### src/hdl/lia_pkg.sv
// ----------------------------------------------------------------------------
// lia_pkg
// Shared types and opcodes for the integer ALU.
// ----------------------------------------------------------------------------
package lia_pkg;
  localparam int unsigned ModeW = 5;
  localparam int unsigned XW    = 64;

  localparam logic [ModeW-1:0] OpAdd   = 5'd0;
  localparam logic [ModeW-1:0] OpSub   = 5'd1;
  localparam logic [ModeW-1:0] OpMul   = 5'd2;
  localparam logic [ModeW-1:0] OpQuot  = 5'd3;
  localparam logic [ModeW-1:0] OpRem   = 5'd4;
  localparam logic [ModeW-1:0] OpFloor = 5'd5;
  localparam logic [ModeW-1:0] OpMod   = 5'd6;
  localparam logic [ModeW-1:0] OpEven  = 5'd7;
  localparam logic [ModeW-1:0] OpOdd   = 5'd8;
  localparam logic [ModeW-1:0] OpMax   = 5'd9;
  localparam logic [ModeW-1:0] OpMin   = 5'd10;
  localparam logic [ModeW-1:0] OpAnd   = 5'd11;
  localparam logic [ModeW-1:0] OpOr    = 5'd12;
  localparam logic [ModeW-1:0] OpXor   = 5'd13;
  localparam logic [ModeW-1:0] OpNot   = 5'd14;
  localparam logic [ModeW-1:0] OpShift = 5'd15;
  localparam logic [ModeW-1:0] OpPop   = 5'd16;

  function automatic logic is_div(logic [ModeW-1:0] m);
    return (m == OpQuot) || (m == OpRem) || (m == OpFloor) || (m == OpMod);
  endfunction
endpackage

### src/hdl/lia_cell.sv
// ----------------------------------------------------------------------------
// lia_cell
// One stage of the chain: one restoring divide step, one shift-add multiply
// step or one popcount bit on the carried word; other ops pass through.
// ----------------------------------------------------------------------------
module lia_cell #(
  parameter int unsigned W = 64,
  parameter int unsigned BIT = 0
) (
  input  logic         clk_i,
  input  logic         rst_ni,
  input  logic         en_i,
  input  logic         vld_i,
  input  logic [4:0]   mode_i,
  input  logic [W-1:0] a_i,
  input  logic [W-1:0] b_i,
  input  logic [W-1:0] rem_i,
  input  logic [W-1:0] quo_i,
  input  logic [W-1:0] res_i,
  input  logic         st_i,
  output logic         vld_o,
  output logic [4:0]   mode_o,
  output logic [W-1:0] a_o,
  output logic [W-1:0] b_o,
  output logic [W-1:0] rem_o,
  output logic [W-1:0] quo_o,
  output logic [W-1:0] res_o,
  output logic         st_o
);
  import lia_pkg::*;

  logic [W-1:0] ub;
  logic [W:0]   trial;
  logic [W:0]   diff;
  logic [W-1:0] rem_d, quo_d;
  logic [W-1:0] pp;
  logic         pbit;

  always_comb begin
    ub    = b_i[W-1] ? (~b_i + 1'b1) : b_i;
    trial = {rem_i, quo_i[W-1-BIT]};
    diff  = trial - {1'b0, ub};
    rem_d = diff[W] ? trial[W-1:0] : diff[W-1:0];
    quo_d = quo_i;
    quo_d[W-1-BIT] = ~diff[W];
    pp    = b_i[BIT] ? (a_i << BIT) : '0;
    // ones of a non-negative value, zeros of a negative one
    pbit  = a_i[BIT] ^ a_i[W-1];
  end

  always_ff @(posedge clk_i or negedge rst_ni) begin
    if (!rst_ni) begin
      vld_o <= 1'b0;
    end else if (en_i) begin
      vld_o <= vld_i;
    end
  end

  always_ff @(posedge clk_i) begin
    if (en_i) begin
      mode_o <= mode_i;
      a_o    <= a_i;
      b_o    <= b_i;
      st_o   <= st_i;
      if (mode_i == OpMul) begin
        res_o <= res_i + pp;
      end else if (mode_i == OpPop) begin
        res_o <= res_i + W'(pbit);
      end else begin
        res_o <= res_i;
      end
      if (is_div(mode_i)) begin
        rem_o <= rem_d;
        quo_o <= quo_d;
      end else begin
        rem_o <= rem_i;
        quo_o <= quo_i;
      end
    end
  end
endmodule

### config.mk
export PLATFORM = sky130hd
export DESIGN_NAME = lia_cell
export DESIGN_NICKNAME = d
export VERILOG_FILES = /design/src/hdl/lia_pkg.sv /design/src/hdl/lia_cell.sv
export SDC_FILE = /design/constraint.sdc
export NUM_CORES = 1
export LEC_CHECK = 0
export BUFFER_PORTS_ARGS = -buffer_cell sky130_fd_sc_hd__buf_2
export CORE_AREA = 4 4 253 255
export CTS_CLUSTER_DIAMETER = 120
export DETAILED_ROUTE_END_ITERATION = 12
export DIE_AREA = 0 0 257 259
export GPL_TIMING_DRIVEN = 0
export SYNTH_ARGS = -nofsm -noshare
export SYNTH_HDL_FRONTEND = slang
export SYNTH_SLANG_ARGS = --single-unit
### constraint.sdc
create_clock -name clk_i -period 0.8 [get_ports clk_i]
set_clock_uncertainty 0.05 [all_clocks]
set_input_delay 0.12 -clock clk_i [delete_from_list [all_inputs] [get_ports clk_i]]
set_output_delay 0.12 -clock clk_i [all_outputs]
set_load 0.005 [all_outputs]
======== Word-level counts from Yosys, hierarchy flattened ========
Cells that the tools add are included.
cells by class
  mux-type cells .......................... 7
  equal/unequal tests ..................... 6
  magnitude comparators ................... 0
  add/sub/neg operators ................... 4
  shifts and indexed selects .............. 0
  bitwise operators ....................... 3
  multipliers ............................. 0
  reductions and logical operators ........ 3
  divide/modulo/power cells ............... 0
operators with widths
  operator                                        number
  two-way mux 64 bit                              7
  subtractor 65 x 64 -> 65 bit                    1
  adder 64 x 1 -> 64 bit                          1
  adder 64 x 1 -> 64 bit (second input constant)  1
  adder 64 bit                                    1
  inverter 64 bit                                 1
  == test 5 x 3 -> 1 bit (second input constant)  3
  == test 5 x 2 -> 1 bit (second input constant)  2
  == test 5 bit (second input constant)           1
  logical OR 1 bit                                3
  inverter 1 bit                                  1
  XOR 1 bit                                       1
word-level totals
  memories kept ........................... 0
  bits in registers ....................... 327
  word-level logic and storage cells ...... 31
  input port bits ......................... 330
  memory bits (read-only) ................. 0
  output and inout port bits .............. 327
  latch bits .............................. 0
  RAM bits ................................ 0

======== Logic depth before layout (Yosys ltp) ========
Gate-level depths: netlist (run 1).
  depth in word-level cells ............... 6
  depth in mapped cells ................... 25
  depth with buffers taken out ............ 23

======== Worst setup path after synthesis (run 1) ========
No wires, ideal clock.
  kind .................................... input port to flip-flop
  start point ............................. input port b_i[18]
  end point ............................... register rem_o[57] (data pin)
  library setup time ...................... 0.269 ns
  setup slack ............................. -5.726 ns
  data required time ...................... 0.481 ns
  stages on the path ...................... 23
  data arrival time ....................... 6.207 ns
  buffers on the path ..................... 2
  cell sequence ........................... or4_4 > or4_4 > or3_4 > or2_4 > or3_4 > or3_4 > or4_1 > or4_4 > o31ai_2 > xor2_1 > ha_1 > clkbuf_1 > a21o_1 > a21o_1 > a21oi_1 > o21ai_0 > inv_1 > o21ai_0 > a21oi_1 > xnor2_1 > clkbuf_1 > mux2i_1 > o21ai_0
on the way
  cells in the longest elaborated chain, start to end .. 6
RTL lines
  what                            line            text
  start, declared                 lia_cell.sv:16  input logic [W-1:0] b_i,
  inverter 64 bit                 lia_cell.sv:40  ub = b_i[W-1] ? (~b_i + 1'b1) : b_i;
  adder 64 x 1 -> 64 bit          lia_cell.sv:40
  two-way mux 64 bit *            lia_cell.sv:40
  subtractor 65 x 64 -> 65 bit *  lia_cell.sv:42  diff = trial - {1'b0, ub};
  two-way mux 64 bit *            lia_cell.sv:43  rem_d = diff[W] ? trial[W-1:0] : diff[W-1:0];
  two-way mux 64 bit *            lia_cell.sv:72  if (is_div(mode_i)) begin
  end signal, assigned            lia_cell.sv:73  rem_o <= rem_d;
  end signal, assigned            lia_cell.sv:76  rem_o <= rem_i;
  end, declared                   lia_cell.sv:25  output logic [W-1:0] rem_o,
Mark *: on every way between the ends. The rest lies on a longest branch, timed or not.
A chain may end at the register's enable or synchronous reset.

======== Worst setup path after layout (run 1) ========
  start point ............................. input port b_i[18]
  end point ............................... register rem_o[60] (data pin)
The elaborated chain is that of the path after synthesis.

==> qor.csv, run 1 <==
metric;value;unit
status;complete, but fails checks;
violations;negative hold slack, negative setup slack;
synth_cells;2212;
routed-via-count;22563;
ys_seq_area_share;44.9;%
drv_slew;0;
muxShareOfSynthArea;2.27;%
area_growth;55.8;%
async_flop_share;0.306;%
synthDistinctLibCells;68;
utilization;55.3;%
grt_pass1_wl;138000;um
grt.total_usage;26.3;%
avgSynthCellArea;9.89;sq um
synth_nets;2674;
grt_max_degree;118;
r2r-start;vld_o;
port-buffer-count;656;
startpoint;b_i[18];
setup_viol;630;
clock-sinks;327;
wire_per_inst;22.1;um
grt_antenna_before_repair;25;
required;1.02;ns
startpoint_type;input pin;
vdd_drop_max;1.56;mV
p_sw_share;31.5;%
drv_cap;0;
critPathCaptureType;flop;
totalPowerFinal;57.9;mW
hold_violations;36;
drive_gt1_share;35.5;%
cellLeakagePower;14.2;nW
arrival;6.05;ns
grt_pass1_vias;23042;
drtPass1Iterations;6;
p_int;39.6;mW
path_clk_slew;0.07;ns
yosys.area_share.xor_xnor;9.65;%
initial_core_util;35.5;%
dp_hpwl;68600;um
path_max_fanout;10;
drc_errors;0;
cts-htree-levels;2;
rsz0062_at_grt;true;
p_sw;18.3;mW
vias_per_cell;5.38;
critPathKind;input pin to flop;
root_buffer;clkbuf_16;
clock_latency;0.55;ns
period_needed;5.84;ns
post-route-period-util;729;%
synth_compound_area_share;17.8;%
power_frac_seq;36.2;%
synth_top_family_by_area;compound AO/OA/AOI/OAI gates;
globalplace.congestion;0.940;
hold_class;input pin to flop;
ios;657;
power_frac_clock;30.9;%
syn-cell-area;21900;sq um
max-slew-margin-rel;22.5;%
synth_edf_count;326;
setup_slack;-5.04;ns
tightest_slew;1.16;ns
grt_remaining_overflow;0;
die-area;66600;sq um
min_from;en_i;
synth_ff_type;edfxtp_1;
placed_cell_area;27100;sq um
fin_area;34100;sq um
drt-initial-drc-count;1737;
core;61600;sq um
fin_nets;3777;
fmax;0.171;GHz
row_count;91;
cts_tree;done;
holdWs;-0.0922;ns
cts_made_buffers;39;
ys_warn_count;0;
antenna_left;0;
die_h;259;um
pwr_density_cell;1700;nW/um^2
clock_path_buffers;3;
ys_seq_elements;327;
drt_wl_total;92600;um
dieWidth;257;um
pwr-share-comb;32.9;%
synth-adder-area-share;7.62;%
synth-simple-area-share;15.5;%
[Yosys cell counts, types with 5 or more instances]
library cell  instances  area share, %
a21boi_0              5           0.17
inv_1                38           0.65
ha_1                130            7.4
nand3_1              51            1.2
edfxtp_1            326             45
a211oi_1             16           0.55
a31oi_1              20           0.57
nor2b_1              15           0.43
or3_1                13           0.37
nor3_1               27           0.62
xnor2_1              99            4.0
a41oi_1               6           0.24
nand2b_1             11           0.31
a21oi_1             173            4.0
a2111oi_0             5           0.20
and3_1               27           0.77
o21bai_1             29            1.0
or2_2                 9           0.26
nand4_1              51            1.5
mux2i_1              45            2.1
o41ai_1               9           0.36
a21o_1               72            2.5
o31ai_1              21           0.72
xor2_1              142            5.7
clkbuf_1             88            1.5
or4_1                 8           0.27
and2_1               74            2.1
o211ai_1             13           0.45
and4_1                5           0.20
o21a_1               19           0.65
nor4_1                9           0.26
nand2_1             258            4.4
o21ai_0             212            4.9
nor2_1              115            2.0
[cell usage in the layout (no fill, tap or decap), drive strengths merged, types with 5 or more instances in the layout]
cell type	count
xor2	142
clkbuf	121
o41ai	9
and2	75
nor4	9
ha	130
or2	10
nand3	51
or4	12
o21bai	29
o21ai	212
or3	16
mux2i	45
nand2b	11
buf	793
a21o	72
o31ai	24
diode	15
xnor2	99
edfxtp	326
a2111oi	5
o21a	19
a31oi	20
and3	27
nand4	51
a21boi	5
clkinv	19
and4	5
dlygate4sd3	280
inv	40
nand2	258
a21oi	173
nor2	115
nor2b	15
a211oi	16
nor3	27
a41oi	6
o211ai	13
[through the flow]
step | setup TNS [ns] | hold slack [ns] | worst slack (ns) | instances
after floorplan | -441.84 | -0.226 | -5.19 | 2212
after global placement | -2238.02 | -0.156 | -6.30 | 3705
after detailed placement | -770.31 | -0.154 | -6.31 | 3710
after CTS | -621.39 | -0.142 | -5.01 | 4161
after global routing | -670.34 | -0.116 | -5.23 | 4193
final | -632.91 | -0.0922 | -5.04 | 4196
[sequential cells by signal (all words and copies together) (netlist names)]
register	flops
quo_o	64
b_o	64
rem_o	64
st_o	1
a_o	64
mode_o	5
res_o	64
vld_o	1
[worst paths after layout]
path,end,slack (ns),cells past startpoint
min,res_o[1],-0.09,1
max in group asynchronous,vld_o,0.25,3
max,rem_o[60],-5.04,25
max reg2reg,vld_o,0.01,1
min reg2reg,vld_o,0.46,1
min in group asynchronous,vld_o,0.35,3
[cell type report]
cell class                 instances  area [sq um]
clock buffer                      43           991
fill                            5465         27500
clock inverter                    27           263
tap                              837          1050
inverter                          39           146
sequential                       327          9810
timing repair buffer            1075          7590
antenna                           15          37.5
buffer                            77           583
multi-input combinational       1756         13600
[power groups by stage]
stage,clock network [mW],registers [mW],logic (mW)
global placement,0,21.4,14.5
floorplan,0,21.5,8.55
global route,19.0,21.1,20.5
detailed placement,0,21.3,14.6
finish,17.9,20.9,19.0
CTS,18.3,20.9,17.9
[per-layer routing]
layer,track usage (%),share of wire (%),vias up
li1,-,-,10465
met4,9.44,3.8,20
met2,44.6,48,976
met5,0,0.16,-
met3,5.42,7.3,188
met1,33.5,41,10914
[what timing repair did]
| action | in CTS | in global routing |
|---|---|---|
| resized for setup | 302 | 114 |
| setup buffers | 100 | 35 |
| pin swaps | 104 | 73 |
| cloned | 7 | 1 |
| setup endpoints to repair | 557 | 640 |
| hold endpoints to repair | 340 | 40 |
| hold buffers | 280 | 1 |
[worst max-delay path: stages]
cell,delay (ns)
buf_8,0.09
or4_4,0.53
or4_4,0.43
or3_4,0.40
or2_4,0.24
or3_4,0.34
or3_4,0.37
or4_4,0.42
or4_4,0.50
o31ai_2,0.24
xor2_1,0.28
ha_1,0.32
a21o_1,0.18
a21o_1,0.17
a21oi_1,0.18
o21ai_2,0.09
a21oi_4,0.14
buf_12,0.14
xor2_4,0.17
buf_12,0.14
buf_4,0.11
clkbuf_16,0.16
nor2_1,0.07
a21oi_2,0.11
o21ai_1,0.08
[cell families (layout without fill, tap and decap cells)]
family / Yosys count / after routing
buffers and inverters: 129 / 1261
adders and majority gates: 132 / 132
AOI/OAI and AO/OA: 639 / 639
muxes: 49 / 49
xor gates and xnor gates: 241 / 241
and+or+nand+nor: 695 / 695
other: 0 / 15
DFF: 327 / 327
No activity file was read; power rests on OpenSTA's default activity.
==> run 2: changes to the inputs <==
- CAP_MARGIN: default -> 15
- SKIP_CTS_REPAIR_TIMING: default -> 1
==> run 2 against run 1 <==
Setup slack worse by 0.16 ns. Critical path type unchanged. Cell count is 0.98% lower. Sequential share of layout area grew 0.38 points. Sequential cell count stayed put. Power rose by 0.61%. Die area stayed put. Utilization shrank 0.73 points. First-iteration DRC count down 3.5%. Via count fell by 0.66%. Global-route usage down 2.3 points. The flow still finishes with violations (negative hold slack, negative setup slack).
==> qor.csv, run 2 (synthesis results as in run 1) <==
metric;value;unit
status;complete, but fails checks;
violations;negative hold slack, negative setup slack;
vdd_drop_max;1.48;mV
ios;657;
drv_cap;0;
hold_violations;56;
dieWidth;257;um
dp_hpwl;68600;um
path_clk_slew;0.07;ns
hold_class;input pin to flop;
startpoint_type;input pin;
final_cell_mix;buf_2 (646), edfxtp_1 (326), dlygate4sd3_1 (264);
holdWs;-0.118;ns
drtPass1Iterations;6;
drt-initial-drc-count;1676;
grt_pass1_wl;125000;um
r2r-start;vld_o;
drive_gt1_share;35.1;%
core;61600;sq um
max-slew-margin-rel;16.4;%
post-route-period-util;750;%
endpoint;rem_o[12];
initial_core_util;35.5;%
globalplace.congestion;0.940;
clock_latency;0.55;ns
rsz0062_at_grt;true;
cts_tree;done;
setup_viol;455;
drv_slew;0;
placed_cell_area;27100;sq um
critPathKind;input pin to flop;
setup_tns;-586.87;ns
fmax;0.167;GHz
wire_per_inst;22.2;um
rr_endpoint;vld_o;
fin_nets;3740;
grt_max_degree;118;
required;1.03;ns
path_max_fanout;9;
cts_made_buffers;40;
die-area;66600;sq um
drt_wl_total;92200;um
fin_area;33600;sq um
utilization;54.6;%
port-buffer-count;656;
tightest_slew;1.25;ns
grt_remaining_overflow;0;
layout_commonest_cell;buf_2;
clock-sinks;327;
clock_path_buffers;3;
area_growth;53.8;%
startpoint;b_i[18];
critPathCaptureType;flop;
setup_slack;-5.20;ns
grt_pass1_vias;20492;
arrival;6.23;ns
reg2reg_setup_slack;0.01;ns
cellLeakagePower;14.1;nW
cts-htree-levels;2;
drc_errors;0;
pwr_density_cell;1730;nW/um^2
routed-via-count;22414;
die_h;259;um
row_count;91;
period_needed;6.00;ns
root_buffer;clkbuf_16;
vias_per_cell;5.39;
r2r_cells;1;
grt.total_usage;24.1;%
antenna_left;0;
min_from;en_i;
grt_antenna_before_repair;20;
run 2: layout make-up:
type / instances / area, sq um
multi-input combinational: 1756 / 13400
inverter: 39 / 146
clock inverter: 25 / 310
timing repair buffer: 1036 / 7280
sequential: 327 / 9810
clock buffer: 45 / 1020
antenna: 12 / 30.0
tap: 837 / 1050
fill: 5445 / 28000
buffer: 78 / 578
run 2: routing by layer:
layer / track usage (%) / wire [um]
met4: 7.03 / 2770
met2: 41.0 / 44300
met5: 0 / 102
met3: 4.88 / 7040
met1: 31.2 / 37900
run 2: worst min-delay path by stage:
stage,slack [ns],depth (start not counted),endpoint
5_1_grt,-0.13,1,res_o[1]
2_1_floorplan,-0.23,0,vld_o
6_report,-0.12,1,res_o[1]
4_1_cts,-0.75,1,vld_o
3_5_place_dp,-0.15,1,vld_o
3_3_place_gp,-0.16,1,vld_o
run 2: worst max-delay path, cell delays in order:
cell	delay [ns]
buf_8	0.10
or4_4	0.53
or4_4	0.44
or3_4	0.44
or2_4	0.27
or3_4	0.35
or3_4	0.36
or4_4	0.43
or4_4	0.62
o31ai_4	0.20
xor2_1	0.17
ha_1	0.27
buf_8	0.14
a21o_1	0.16
a21o_1	0.18
a21oi_2	0.15
o21ai_2	0.08
inv_1	0.08
o21ai_2	0.07
a21oi_4	0.14
buf_12	0.14
xor2_4	0.16
buf_12	0.17
buf_12	0.16
nor2_4	0.04
a21oi_2	0.13
o21ai_2	0.08
run 2: per-stage QoR:
stage          std cells  hold WS (ns)  setup WS, ns  power, mW
3_5_place_dp        3711        -0.155         -6.29       35.9
3_3_place_gp        3705        -0.156         -6.30       35.9
5_1_grt             4151        -0.127         -5.33       60.9
6_report            4155        -0.118         -5.20       58.2
4_1_cts             3781        -0.749         -5.70       54.8
2_1_floorplan       2212        -0.226         -5.19       30.0
run 2: report_power, final:
| group | switching (mW) | total, mW | internal, mW |
|---|---|---|---|
| logic | 10.1 | 18.5 | 8.44 |
| clock network | 7.60 | 18.8 | 11.2 |
| registers | 0.410 | 20.9 | 20.5 |
| total | 18.1 | 58.2 | 40.1 |
