## src/hdl/lia_pkg.sv

```systemverilog
// ----------------------------------------------------------------------------
// lia_pkg
// Shared types and opcodes for the integer ALU.
// ----------------------------------------------------------------------------
package lia_pkg;
  localparam int unsigned ModeW = 5;
  localparam int unsigned XW    = 64;

  localparam logic [ModeW-1:0] OpAdd   = 5'd0;
  localparam logic [ModeW-1:0] OpSub   = 5'd1;
  localparam logic [ModeW-1:0] OpMul   = 5'd2;
  localparam logic [ModeW-1:0] OpQuot  = 5'd3;
  localparam logic [ModeW-1:0] OpRem   = 5'd4;
  localparam logic [ModeW-1:0] OpFloor = 5'd5;
  localparam logic [ModeW-1:0] OpMod   = 5'd6;
  localparam logic [ModeW-1:0] OpEven  = 5'd7;
  localparam logic [ModeW-1:0] OpOdd   = 5'd8;
  localparam logic [ModeW-1:0] OpMax   = 5'd9;
  localparam logic [ModeW-1:0] OpMin   = 5'd10;
  localparam logic [ModeW-1:0] OpAnd   = 5'd11;
  localparam logic [ModeW-1:0] OpOr    = 5'd12;
  localparam logic [ModeW-1:0] OpXor   = 5'd13;
  localparam logic [ModeW-1:0] OpNot   = 5'd14;
  localparam logic [ModeW-1:0] OpShift = 5'd15;
  localparam logic [ModeW-1:0] OpPop   = 5'd16;

  function automatic logic is_div(logic [ModeW-1:0] m);
    return (m == OpQuot) || (m == OpRem) || (m == OpFloor) || (m == OpMod);
  endfunction
endpackage

```

## src/hdl/lia_fix.sv

```systemverilog
// ----------------------------------------------------------------------------
// lia_fix
// Sign and floor correction after the divide chain; result register.
// ----------------------------------------------------------------------------
module lia_fix #(
  parameter int unsigned W = 64
) (
  input  logic         clk_i,
  input  logic         rst_ni,
  input  logic         en_i,
  input  logic         vld_i,
  input  logic [4:0]   mode_i,
  input  logic [W-1:0] a_i,
  input  logic [W-1:0] b_i,
  input  logic [W-1:0] rem_i,
  input  logic [W-1:0] quo_i,
  input  logic [W-1:0] res_i,
  input  logic         st_i,
  output logic         vld_o,
  output logic [63:0]  res_o,
  output logic         st_o
);
  import lia_pkg::*;

  logic         differ;
  logic [W-1:0] q, rm, r;

  always_comb begin
    differ = a_i[W-1] ^ b_i[W-1];
    q  = differ ? (~quo_i + 1'b1) : quo_i;
    rm = a_i[W-1] ? (~rem_i + 1'b1) : rem_i;
    r  = res_i;
    if (st_i) r = '0;
    else begin
      case (mode_i)
        OpQuot:  r = q;
        OpRem:   r = rm;
        OpFloor: r = (differ && rm != '0) ? q - 1'b1 : q;
        OpMod:   r = (differ && rm != '0) ? rm + b_i : rm;
        default: r = res_i;
      endcase
    end
  end

  always_ff @(posedge clk_i or negedge rst_ni) begin
    if (!rst_ni) begin
      vld_o <= 1'b0;
    end else if (en_i) begin
      vld_o <= vld_i;
    end
  end

  always_ff @(posedge clk_i) begin
    if (en_i) begin
      res_o <= 64'($signed(r));
      st_o  <= st_i;
    end
  end
endmodule

```

## config.mk

```make
export PLATFORM = sky130hd
export DESIGN_NAME = lia_fix
export DESIGN_NICKNAME = d
export VERILOG_FILES = /design/src/hdl/lia_pkg.sv /design/src/hdl/lia_fix.sv
export SDC_FILE = /design/constraint.sdc
export NUM_CORES = 1
export LEC_CHECK = 0
export ABC_CLOCK_PERIOD_IN_PS = 800
export BUFFER_PORTS_ARGS = -buffer_cell sky130_fd_sc_hd__buf_2
export CELL_PAD_IN_SITES_DETAIL_PLACEMENT = 0
export CELL_PAD_IN_SITES_GLOBAL_PLACEMENT = 2
export CORE_MARGIN = 8
export CORE_UTILIZATION = 27
export DETAILED_ROUTE_END_ITERATION = 6
export PLACE_DENSITY = 0.78
export SYNTH_ARGS = -nofsm -noshare
export SYNTH_HDL_FRONTEND = slang
export SYNTH_SLANG_ARGS = --single-unit
```

## constraint.sdc

```tcl
create_clock -name clk_i -period 0.8 [get_ports clk_i]
set_input_delay 0.16 -clock clk_i [delete_from_list [all_inputs] [get_ports clk_i]]
set_output_delay 0.16 -clock clk_i [all_outputs]
set_load 0.05 [all_outputs]
```

-- After elaboration in Yosys (flattened, before gate mapping)
Cells that the tools add are included.
- flip-flop bits (word level): 66
- input port bits: 330
- output and inout port bits: 66
- $add $sub $neg: 4
- equal/unequal tests: 4
- muxes and demuxes: 5
- bitwise operators: 3
- reduce and logical (&&, ||, !) cells: 2
- operators by type and width (operator ; count):
    $mux 64 ; 4
    $pmux 64 s4 ; 1
    $add 64x1->64 const B ; 2
    $not 64->64 ; 2
    $add 64x64->64 ; 1
    $reduce_bool 64->1 ; 1
    $sub 64x1->64 const B ; 1
    $eq 5x3->1 const B ; 3
    $eq 5x2->1 const B ; 1
    $logic_and 1x1->1 ; 1
    $xor 1x1->1 ; 1

-- Depth between registers and ports, before layout
Gate-level depths: netlist (run 1).
- word-level depth: 7
- gate-level depth with buffers: 23
- depth with buffers taken out: 21

-- Worst setup path after synthesis (run 1)
OpenSTA, ideal clock, no wires.
- kind: input-to-reg
- start point: input port a_i[63]
- end point: register res_o[36] (data pin)
- library setup time: 0.259 ns
- arrival time: 5.184 ns
- slack: -4.643 ns
- stages: 23
- cells stage by stage: clkbuf_1 -> clkbuf_1 -> clkbuf_1 -> clkbuf_1 -> buf_1 -> clkbuf_1 -> buf_1 -> nand2_1 -> o21ai_0 -> inv_1 -> fa_1 -> nor2b_1 -> o31a_1 -> o311ai_0 -> o211ai_1 -> a21boi_0 -> o31a_1 -> o2111ai_1 -> o211ai_1 -> o21ai_0 -> xnor2_1 -> a211oi_1 -> o31a_1
- longest elaborated chain between the ends: 5
- RTL lines (element ; RTL line ; source):
    start, declared ; lia_fix.sv:13 ; input logic [W-1:0] a_i,
    $xor 1x1->1 or $mux 64 (tied branches) ; lia_fix.sv:29, lia_fix.sv:31 ;
    $mux 64 or $reduce_bool 64->1 (tied branches) ; lia_fix.sv:30, lia_fix.sv:38, lia_fix.sv:39 ;
    $sub 64x1->64 or $logic_and 1x1->1 (tied branches) ; lia_fix.sv:38, lia_fix.sv:39 ;
    $mux 64 (on tied branches) ; lia_fix.sv:38, lia_fix.sv:39 ;
    $pmux 64 s4 * ; lia_fix.sv:35 ; case (mode_i)
    end signal, assigned ; lia_fix.sv:55 ; res_o <= 64'($signed(r));
    end, declared ; lia_fix.sv:20 ; output logic [63:0] res_o,
Mark *: on every way between the ends. The rest lies on a longest branch, timed or not.
A chain may end at the register's enable or synchronous reset.

-- Worst setup path in the final report (run 1)
- start point: input port rem_i[37]
- end point: register res_o[63] (data pin)
- longest elaborated chain between the ends: 7
- RTL lines (element ; RTL line ; source):
    start, declared ; lia_fix.sv:15 ; input logic [W-1:0] rem_i,
    $not 64->64 ; lia_fix.sv:31 ; rm = a_i[W-1] ? (~rem_i + 1'b1) : rem_i;
    $add 64x1->64 ; lia_fix.sv:31 ;
    $mux 64 * ; lia_fix.sv:31 ;
    parallel branches: the longest is 3 deep, another holds $add 64x64->64 ; n/a ;
    $pmux 64 s4 * ; lia_fix.sv:35 ;
Mark *: on every way between the ends.

==> impl_metrics.ini, run 1 <==
[yosys]
synth_edf_count = 65
ys_top_cells_by_area = sky130_fd_sc_hd__edfxtp_1 14%, sky130_fd_sc_hd__xnor2_1 9.6%, sky130_fd_sc_hd__ha_1 7.2%
synth.most_common_cell = sky130_fd_sc_hd__nor2_1
syn_nets = 2348
synth_top_cell_area_share_pct = 13.66
synth.cell_area_um2 = 14290
postSynthAreaPerCell_um2 = 7.385
most_used_standard_cells_in_the_synthesized_netlist = 173 x sky130_fd_sc_hd__nor2_1, 157 x sky130_fd_sc_hd__xnor2_1, 134 x sky130_fd_sc_hd__nand2_1, 115 x sky130_fd_sc_hd__o21ai_0, 104 x sky130_fd_sc_hd__clkbuf_1
syn-instance-count = 1935
synth_sequential_area_ratio_pct = 13.83
yosysWarnings = 0
postSynthRegisterBits = 66
count_of_unique_library_cells_instantiated_by_yosys = 95
postSynth.topFlopCell = sky130_fd_sc_hd__edfxtp_1
synth-async-reset-ratio_pct = 1.515
synth.largest_area_cell = sky130_fd_sc_hd__edfxtp_1

[timing]
fin_tns_setup_ns = -243.35
rsz0062_at_grt = yes
fin_worst_skew_ns = 0
achievable-frequency_mhz = 227.2
max_slew_margin_pct = 41.47
worst_setup_slack_final_ns = -3.601
finalHoldViolCount = 0
period_share_pct = 550.1
timing.final.crit_period_ns = 4.401
worst-slew-pin-transition_ns = 0.8717
final-setup-viol-count = 130
final_max_slew_viol_count = 0

[cells_and_area]
area_delta_synth_final_pct = 90.11
layout.cell_area.non_filler_um2 = 27170
post_route_cells_drive_above_1_share_pct = 53.65
final_core_utilization_pct = 51.80
final_nets = 3508

[grt]
grt_util_all_layers_pct = 26.67
grt_overflow_total = 0
global_route_wire_length_before_repair_um = 125400
grt_start_max_net_pins = 35
grt_pass1_vias = 20320
antenna_found_initial = 3

[routing]
drtAntennaViolNets = 0
dr.pass1.iters = 6
drc = 0
drt-initial-drc-count = 1778
post_route_wl_um = 86810
vias = 20760
vias_per_cell = 5.480
post_drt_wl_per_cell_um = 22.91

[clock_tree]
clk_transition_reported_paths_ns = 0.06
clk_root_buffer_cell = sky130_fd_sc_hd__clkbuf_16
tritoncts = yes
h-tree-depth = 3
total_clock_buffers_created_by_cts = 9
clock_sinks = 66
cts.path.max_buffers = 2
clk_latency_ns = 0.35

[placed_design]
pre_cts_slack_ns = -4.316
placement.io_buffers = 332
detailedPlacementHpwl_um = 71740
globalplace.congestion = 0.9902
dpl_cell_area_um2 = 23310

[worst_hold_path]
min-delay-path-class = in2reg

[setup_path]
path_max_fanout = 6
critical_path.slowest_cell = sky130_fd_sc_hd__or4b_4
crit_path_max_incr_delay_ns = 0.58
worst_setup_end_kind = flop
start_kind = input pin
timing.setup.critical_path_class = in2reg
data_required_critical_path_ns = 1.02
worst_ep_arrival_time_ns = 4.62
worstPathCellList = buf_6 -> or4_4 -> or4b_4 -> nand4b_4 -> buf_6 -> or4_4 -> nand2_2 -> xnor2_4 -> ha_4 -> and2_1 -> nand2_1 -> nor3_1 -> o211ai_1 -> buf_4 -> and3_4 -> o41ai_4 -> xnor2_1 -> or4_1 -> nand3_1

[die]
core_region_area_um2 = 52450
floorplan.die_area_um2 = 60540
site_rows = 84
num_ports = 396
start_util_pct = 27.25
dieWidth_um = 246.1
dieHeight_um = 246.1

[power]
p_per_area_nw_per_um2 = 1089
vdd_drop_max_uv = 969.7
power_leakage_nw = 11.81

[status]
violations = negative setup slack
status = complete, but fails checks

[run]
drv_cap = 0
## critical path, delay by kind of cell
kind	cells	cell delay (ns)
compound gates	2	0.41
buf+inv	3	0.43
xor+xnor	2	0.26
fa+ha+maj	1	0.31
simple gates	11	3.03
## cells by family (layout without fill, tap and decap cells)
kind of cell	after synthesis	count (layout)	synth area share [%]
muxes	15	15	1.086
AOI/OAI and AO/OA	634	634	31.40
and+or+nand+nor	742	745	27.69
adders and majority gates	83	83	7.320
DFF	66	66	13.83
buffers and inverters	174	1336	5.122
other	0	1	0
xor gates and xnor gates	221	221	13.55
## power by group
| group | leakage [nW] | switching, mW | internal [mW] |
|---|---|---|---|
| Combinational | 11.0 | 11.2 | 9.70 |
| Sequential | 0.637 | 0.301 | 4.18 |
| Clock | 0.146 | 1.77 | 2.44 |
## metrics by stage
stage                     cells  hold WS, ns  power (mW)
after floorplan            1935      -0.1356       12.97
after global placement     3684     -0.06571       22.03
after detailed placement   3684     -0.06179       22.07
after CTS                  3748      0.02761       27.96
after global routing       3788      0.03792       30.94
final                      3789      0.03453       29.59
## area by class of cell
class                           instances  area, um2
Sequential cell                        66       1978
Inverter                               44      165.2
Tap cell                              688      860.8
Fill cell                            4969      25280
Timing Repair Buffer                 1276       9809
Clock buffer                            9      225.2
Multi-Input combinational cell       1698      14050
Clock inverter                          7      77.57
Antenna cell                            1      2.502
## registers in the layout (all words and copies together), names as in the netlist
register / cells
res_o: 64
vld_o: 1
st_o: 1
## metal layers
layer	share of wire, %	GRT usage, %	vias up	wire [um]
met5	0.015	0	-	13
met4	2.6	6.864	2	2231
met3	7.3	3.357	96	6310
met2	46	42.95	884	39580
met1	45	37.21	9976	38680
li1	-	-	9804	-
## repair_timing
action,CTS,global route
pin swaps,89,150
buffers inserted,47,50
gates cloned,3,3
hold buffers,1,0
gates resized for setup,338,246
endpoints found under the hold margin,1,0
endpoints found under the setup margin,130,130
## cell usage in the layout (no fill, tap or decap), drive strengths merged, types with 8 or more instances in the layout
master	n
o211ai	23
ha	82
o21bai	29
and4	8
o31ai	29
nor3	69
a21oi	105
nand3	74
buf	1273
or2	21
and2	16
xnor2	157
a21o	37
inv	46
o31a	8
edfxtp	65
nand2	134
nand2b	21
mux2i	11
or4	30
a211oi	38
nor2b	13
nand3b	12
clkbuf	11
o21ai	120
xor2	64
nand4	50
a221oi	47
a2111oi	11
a31oi	38
o41ai	27
a41oi	10
a311oi	21
o21a	17
or3	35
o22ai	18
and3	19
nor2	176
nor4	38
## worst paths after layout
kind,startpoint,endpoint,slack [ns],depth (start not counted)
min reg2reg,vld_o,vld_o,0.53,1
max reg2reg,vld_o,vld_o,0.03,1
min in group asynchronous,rst_ni,vld_o,0.15,2
min,vld_i,vld_o,0.03,2
max,rem_i[37],res_o[63],-3.60,19
max in group asynchronous,rst_ni,vld_o,0.55,2
(Power assumes the default switching activity.)
==> inputs of run 2 (changes only) <==
==> config.mk (replaced) <==
export PLATFORM = sky130hd
export DESIGN_NAME = lia_fix
export DESIGN_NICKNAME = d
export VERILOG_FILES = /design/src/hdl/lia_pkg.sv /design/src/hdl/lia_fix.sv
export SDC_FILE = /design/constraint.sdc
export NUM_CORES = 1
export LEC_CHECK = 0
export ABC_CLOCK_PERIOD_IN_PS = 4560
export BUFFER_PORTS_ARGS = -buffer_cell sky130_fd_sc_hd__buf_2
export CORE_MARGIN = 8
export CORE_UTILIZATION = 55
export DETAILED_ROUTE_END_ITERATION = 6
export PLACE_DENSITY = 0.82
export SYNTH_ARGS = -nofsm -noshare
export SYNTH_HDL_FRONTEND = slang
export SYNTH_SLANG_ARGS = --single-unit
==> constraint.sdc (replaced) <==
create_clock -name clk_i -period 4.56 [get_ports clk_i]
set_input_delay 0.912 -clock clk_i [delete_from_list [all_inputs] [get_ports clk_i]]
set_output_delay 0.912 -clock clk_i [all_outputs]
set_load 0.05 [all_outputs]
==> run 2 against run 1 <==
  * The run now fails in global routing
  * Synthesized cell count stayed put
  * Synthesized area is the same
==> impl_metrics.ini, run 2 <==
[clock_tree]
cts.path.max_buffers = 2
clk_root_buffer_cell = sky130_fd_sc_hd__clkbuf_16
clock_sinks = 66
total_clock_buffers_created_by_cts = 9
postCtsHoldBufs = 0
h-tree-depth = 3

[status]
last-stage-reached = global routing
status = stopped before the end
flow.first_error = [ERROR GRT-0116] Global routing finished with congestion. Check the congestion regions in the DRC Viewer.

[yosys]
synth-async-reset-ratio_pct = 1.515
ys_top_cells_by_area = sky130_fd_sc_hd__edfxtp_1 14%, sky130_fd_sc_hd__xnor2_1 9.6%, sky130_fd_sc_hd__ha_1 7.2%
syn_nets = 2348
postSynthRegisterBits = 66
synth_edf_count = 65
syn-instance-count = 1935
count_of_unique_library_cells_instantiated_by_yosys = 95
synth.cell_area_um2 = 14290
postSynth.topFlopCell = sky130_fd_sc_hd__edfxtp_1
synth.most_common_cell = sky130_fd_sc_hd__nor2_1
synth_sequential_area_ratio_pct = 13.83
most_used_standard_cells_in_the_synthesized_netlist = 173 x sky130_fd_sc_hd__nor2_1, 157 x sky130_fd_sc_hd__xnor2_1, 134 x sky130_fd_sc_hd__nand2_1, 115 x sky130_fd_sc_hd__o21ai_0, 104 x sky130_fd_sc_hd__clkbuf_1
synth.largest_area_cell = sky130_fd_sc_hd__edfxtp_1
yosysWarnings = 0
postSynthAreaPerCell_um2 = 7.385
synth_top_cell_area_share_pct = 13.66

[placed_design]
placed_cells_incl_taps = 3164
placement.io_buffers = 332
dpl_cell_area_um2 = 21440
globalplace.congestion = 1.336
pre_cts_slack_ns = -1.459
detailedPlacementHpwl_um = 67580

[grt]
global_route_wire_length_before_repair_um = 211400
grt_util_all_layers_pct = 88.11
grt_overflow_total = 727
grt_pass1_vias = 31090
grt_start_max_net_pins = 53

[die]
dieHeight_um = 177.2
num_ports = 396
dieWidth_um = 177.2
site_rows = 59
start_util_pct = 55.47
## run 2: cells by family after synthesis
family / after synthesis / synth area share, %
muxes: 15 / 1.086
xor gates and xnor gates: 221 / 13.55
adders and majority gates: 83 / 7.320
and+or+nand+nor: 742 / 27.69
DFF: 66 / 13.83
AOI/OAI and AO/OA: 634 / 31.40
buffers and inverters: 174 / 5.122
## run 2: metrics by stage
stage / hold slack, ns / util, %
floorplan: 0.6164 / -
global placement: 0.4855 / 83.21
detailed placement: 0.4913 / 83.21
CTS: 0.3219 / 92.79
## run 2: what timing repair did
action / CTS
pin swaps: 172
gates resized for setup: 261
buffers inserted: 87
setup endpoints to repair: 64
gates cloned: 6
## run 2: layer usage
layer / overflow / GRT usage (%)
met4: 198 / 89.56
met3: 44 / 81.27
met5: 13 / 67.20
met2: 415 / 99.43
met1: 57 / 84.21
==> inputs of run 3 (changes only) <==
--- a/config.mk
+++ b/config.mk
@@ -8,9 +8,9 @@
 export ABC_CLOCK_PERIOD_IN_PS = 4560
 export BUFFER_PORTS_ARGS = -buffer_cell sky130_fd_sc_hd__buf_2
 export CORE_MARGIN = 8
-export CORE_UTILIZATION = 55
+export CORE_UTILIZATION = 40
 export DETAILED_ROUTE_END_ITERATION = 6
-export PLACE_DENSITY = 0.82
+export PLACE_DENSITY_LB_ADDON = 0.15
 export SYNTH_ARGS = -nofsm -noshare
 export SYNTH_HDL_FRONTEND = slang
 export SYNTH_SLANG_ARGS = --single-unit
==> run 3 against run 2 <==
  * The flow now finishes, with violations (negative setup slack)
==> impl_metrics.ini, run 3 (synthesis results as in run 1) <==
[timing]
rsz0062_at_grt = yes
finalHoldViolCount = 0
worst-slew-pin-transition_ns = 1.004
fin_worst_skew_ns = 0
hold-worst-slack_ns = 0.3220
final-setup-viol-count = 64
max_slew_margin_pct = 33.09
final_max_slew_viol_count = 0
period_share_pct = 114.5
worst_setup_slack_final_ns = -0.6634
timing.final.crit_period_ns = 5.223
achievable-frequency_mhz = 191.4

[cells_and_area]
layout.cells.most_common = sky130_fd_sc_hd__buf_4
max_ffs_per_register = 64
area.sequential_um2 = 1977
final_cells = 3426
n_fill_cell = 2968
insertedDiodeCount = 0
final_cell_mix = 748 x sky130_fd_sc_hd__buf_4, 329 x sky130_fd_sc_hd__buf_2, 163 x sky130_fd_sc_hd__nor2_1
largest_registers = res_o: 64 flops, st_o: 1 flops, vld_o: 1 flops
post_route_cells_drive_above_1_share_pct = 50.69
area_delta_synth_final_pct = 74.36
top_register = res_o
multiInputGateArea_um2 = 13660
final_nets = 3373

[clock_tree]
total_clock_buffers_created_by_cts = 9
clock_sinks = 66
clk_latency_ns = 0.35
tritoncts = yes
clk_transition_reported_paths_ns = 0.07
h-tree-depth = 3
clk_root_buffer_cell = sky130_fd_sc_hd__clkbuf_16
cts.path.max_buffers = 2

[setup_path]
regToRegSetupSlack_ns = 3.80
timing.setup.critical_path_class = in2reg
start_kind = input pin
r2r-end = vld_o
worst_ep_arrival_time_ns = 5.39
worst_setup_end_kind = flop
worst-r2r-cell-count = 1
data_required_critical_path_ns = 4.72
r2r-start = vld_o
path_max_fanout = 5

[placed_design]
globalplace.congestion = 1.026
placement.io_buffers = 332
pre_cts_slack_ns = -1.174
placed_cells_incl_taps = 3325
detailedPlacementHpwl_um = 63820

[die]
num_ports = 396
start_util_pct = 40.37
dieWidth_um = 205.0
dieHeight_um = 205.0
core_region_area_um2 = 35400
site_rows = 69
floorplan.die_area_um2 = 42030

[run]
drv_cap = 0

[routing]
vias = 20650
post_route_wl_um = 79800
drc = 0
vias_per_cell = 6.026
dr.pass1.iters = 5
drtAntennaViolNets = 0
drt-initial-drc-count = 2368
post_drt_wl_per_cell_um = 23.29

[power]
power_leakage_nw = 10.92
vdd_drop_max_uv = 189.4
p_per_area_nw_per_um2 = 205.7

[grt]
grt_overflow_total = 0
grt_pass1_vias = 19940
grt_start_max_net_pins = 55
global_route_wire_length_before_repair_um = 117300
grt_util_all_layers_pct = 35.47
antenna_found_initial = 2

[status]
status = complete, but fails checks
violations = negative setup slack

[worst_hold_path]
min-delay-path-class = in2async
## run 3: worst max path at each step
stage | startpoint | cells after the start | to | slack (ns)
after floorplan | rem_i[37] | 18 | res_o[57] | -0.64
after global placement | rem_i[37] | 20 | res_o[61] | -1.13
after detailed placement | rem_i[0] | 20 | res_o[63] | -1.17
after CTS | rem_i[37] | 20 | res_o[61] | -0.59
after global routing | rem_i[6] | 23 | res_o[58] | -0.85
final | rem_i[37] | 20 | res_o[61] | -0.66
## run 3: repair_timing
action                     4_1_cts  5_1_grt
setup endpoints to repair       64       64
setup buffers                   54       38
hold buffers                     0        0
pin swaps                      127      105
cloned                           7        2
resized for setup              207      165
## run 3: metrics by stage
stage / util (%) / setup TNS [ns] / instance area (um2) / power [mW]
floorplan: - / -29.92 / 14770 / 2.275
global placement: 61.97 / -58.55 / 21930 / 3.719
finish: 70.39 / -32.67 / 24920 / 5.125
detailed placement: 61.97 / -60.29 / 21930 / 3.737
global route: 70.39 / -40.50 / 24920 / 5.338
CTS: 67.44 / -28.67 / 23870 / 4.839
## run 3: layout make-up
class / instances / share of cell area [%]
inverter: 44 / 0.6628
timing repair buffer: 1143 / 32.81
clock buffer: 9 / 0.9039
sequential: 66 / 7.934
tap: 461 / 2.315
clock inverter: 7 / 0.5674
multi-input combinational: 1696 / 54.81
## run 3: per-layer routing
layer	track usage [%]	wire length [um]
met1	49.85	34120
met2	53.52	34410
met3	6.863	8352
met4	11.74	2892
met5	0	26
## run 3: where the power goes
group          leakage [nW]  internal (mW)  total, mW  switching, mW
Sequential            0.638          0.733      0.770         0.0371
Clock                 0.176          0.590      0.886          0.296
Combinational          10.1           1.55       3.47           1.92
Total                  10.9           2.88       5.12           2.25
## run 3: critical path: stages
cell and delay (ns):
sky130_fd_sc_hd__buf_6 0.09, sky130_fd_sc_hd__or4_4 0.52, sky130_fd_sc_hd__or4b_4 0.58, sky130_fd_sc_hd__or4_4 0.52, sky130_fd_sc_hd__buf_6 0.14, sky130_fd_sc_hd__o31ai_4 0.21, sky130_fd_sc_hd__xnor2_2 0.16, sky130_fd_sc_hd__ha_1 0.29
sky130_fd_sc_hd__a21oi_2 0.16, sky130_fd_sc_hd__o21bai_1 0.08, sky130_fd_sc_hd__a21o_1 0.19, sky130_fd_sc_hd__a21oi_2 0.18, sky130_fd_sc_hd__o21bai_1 0.08, sky130_fd_sc_hd__a21o_1 0.19, sky130_fd_sc_hd__a21oi_2 0.16, sky130_fd_sc_hd__o211ai_1 0.11
sky130_fd_sc_hd__o31ai_1 0.27, sky130_fd_sc_hd__xnor2_1 0.19, sky130_fd_sc_hd__nand2_1 0.11, sky130_fd_sc_hd__a311oi_1 0.23
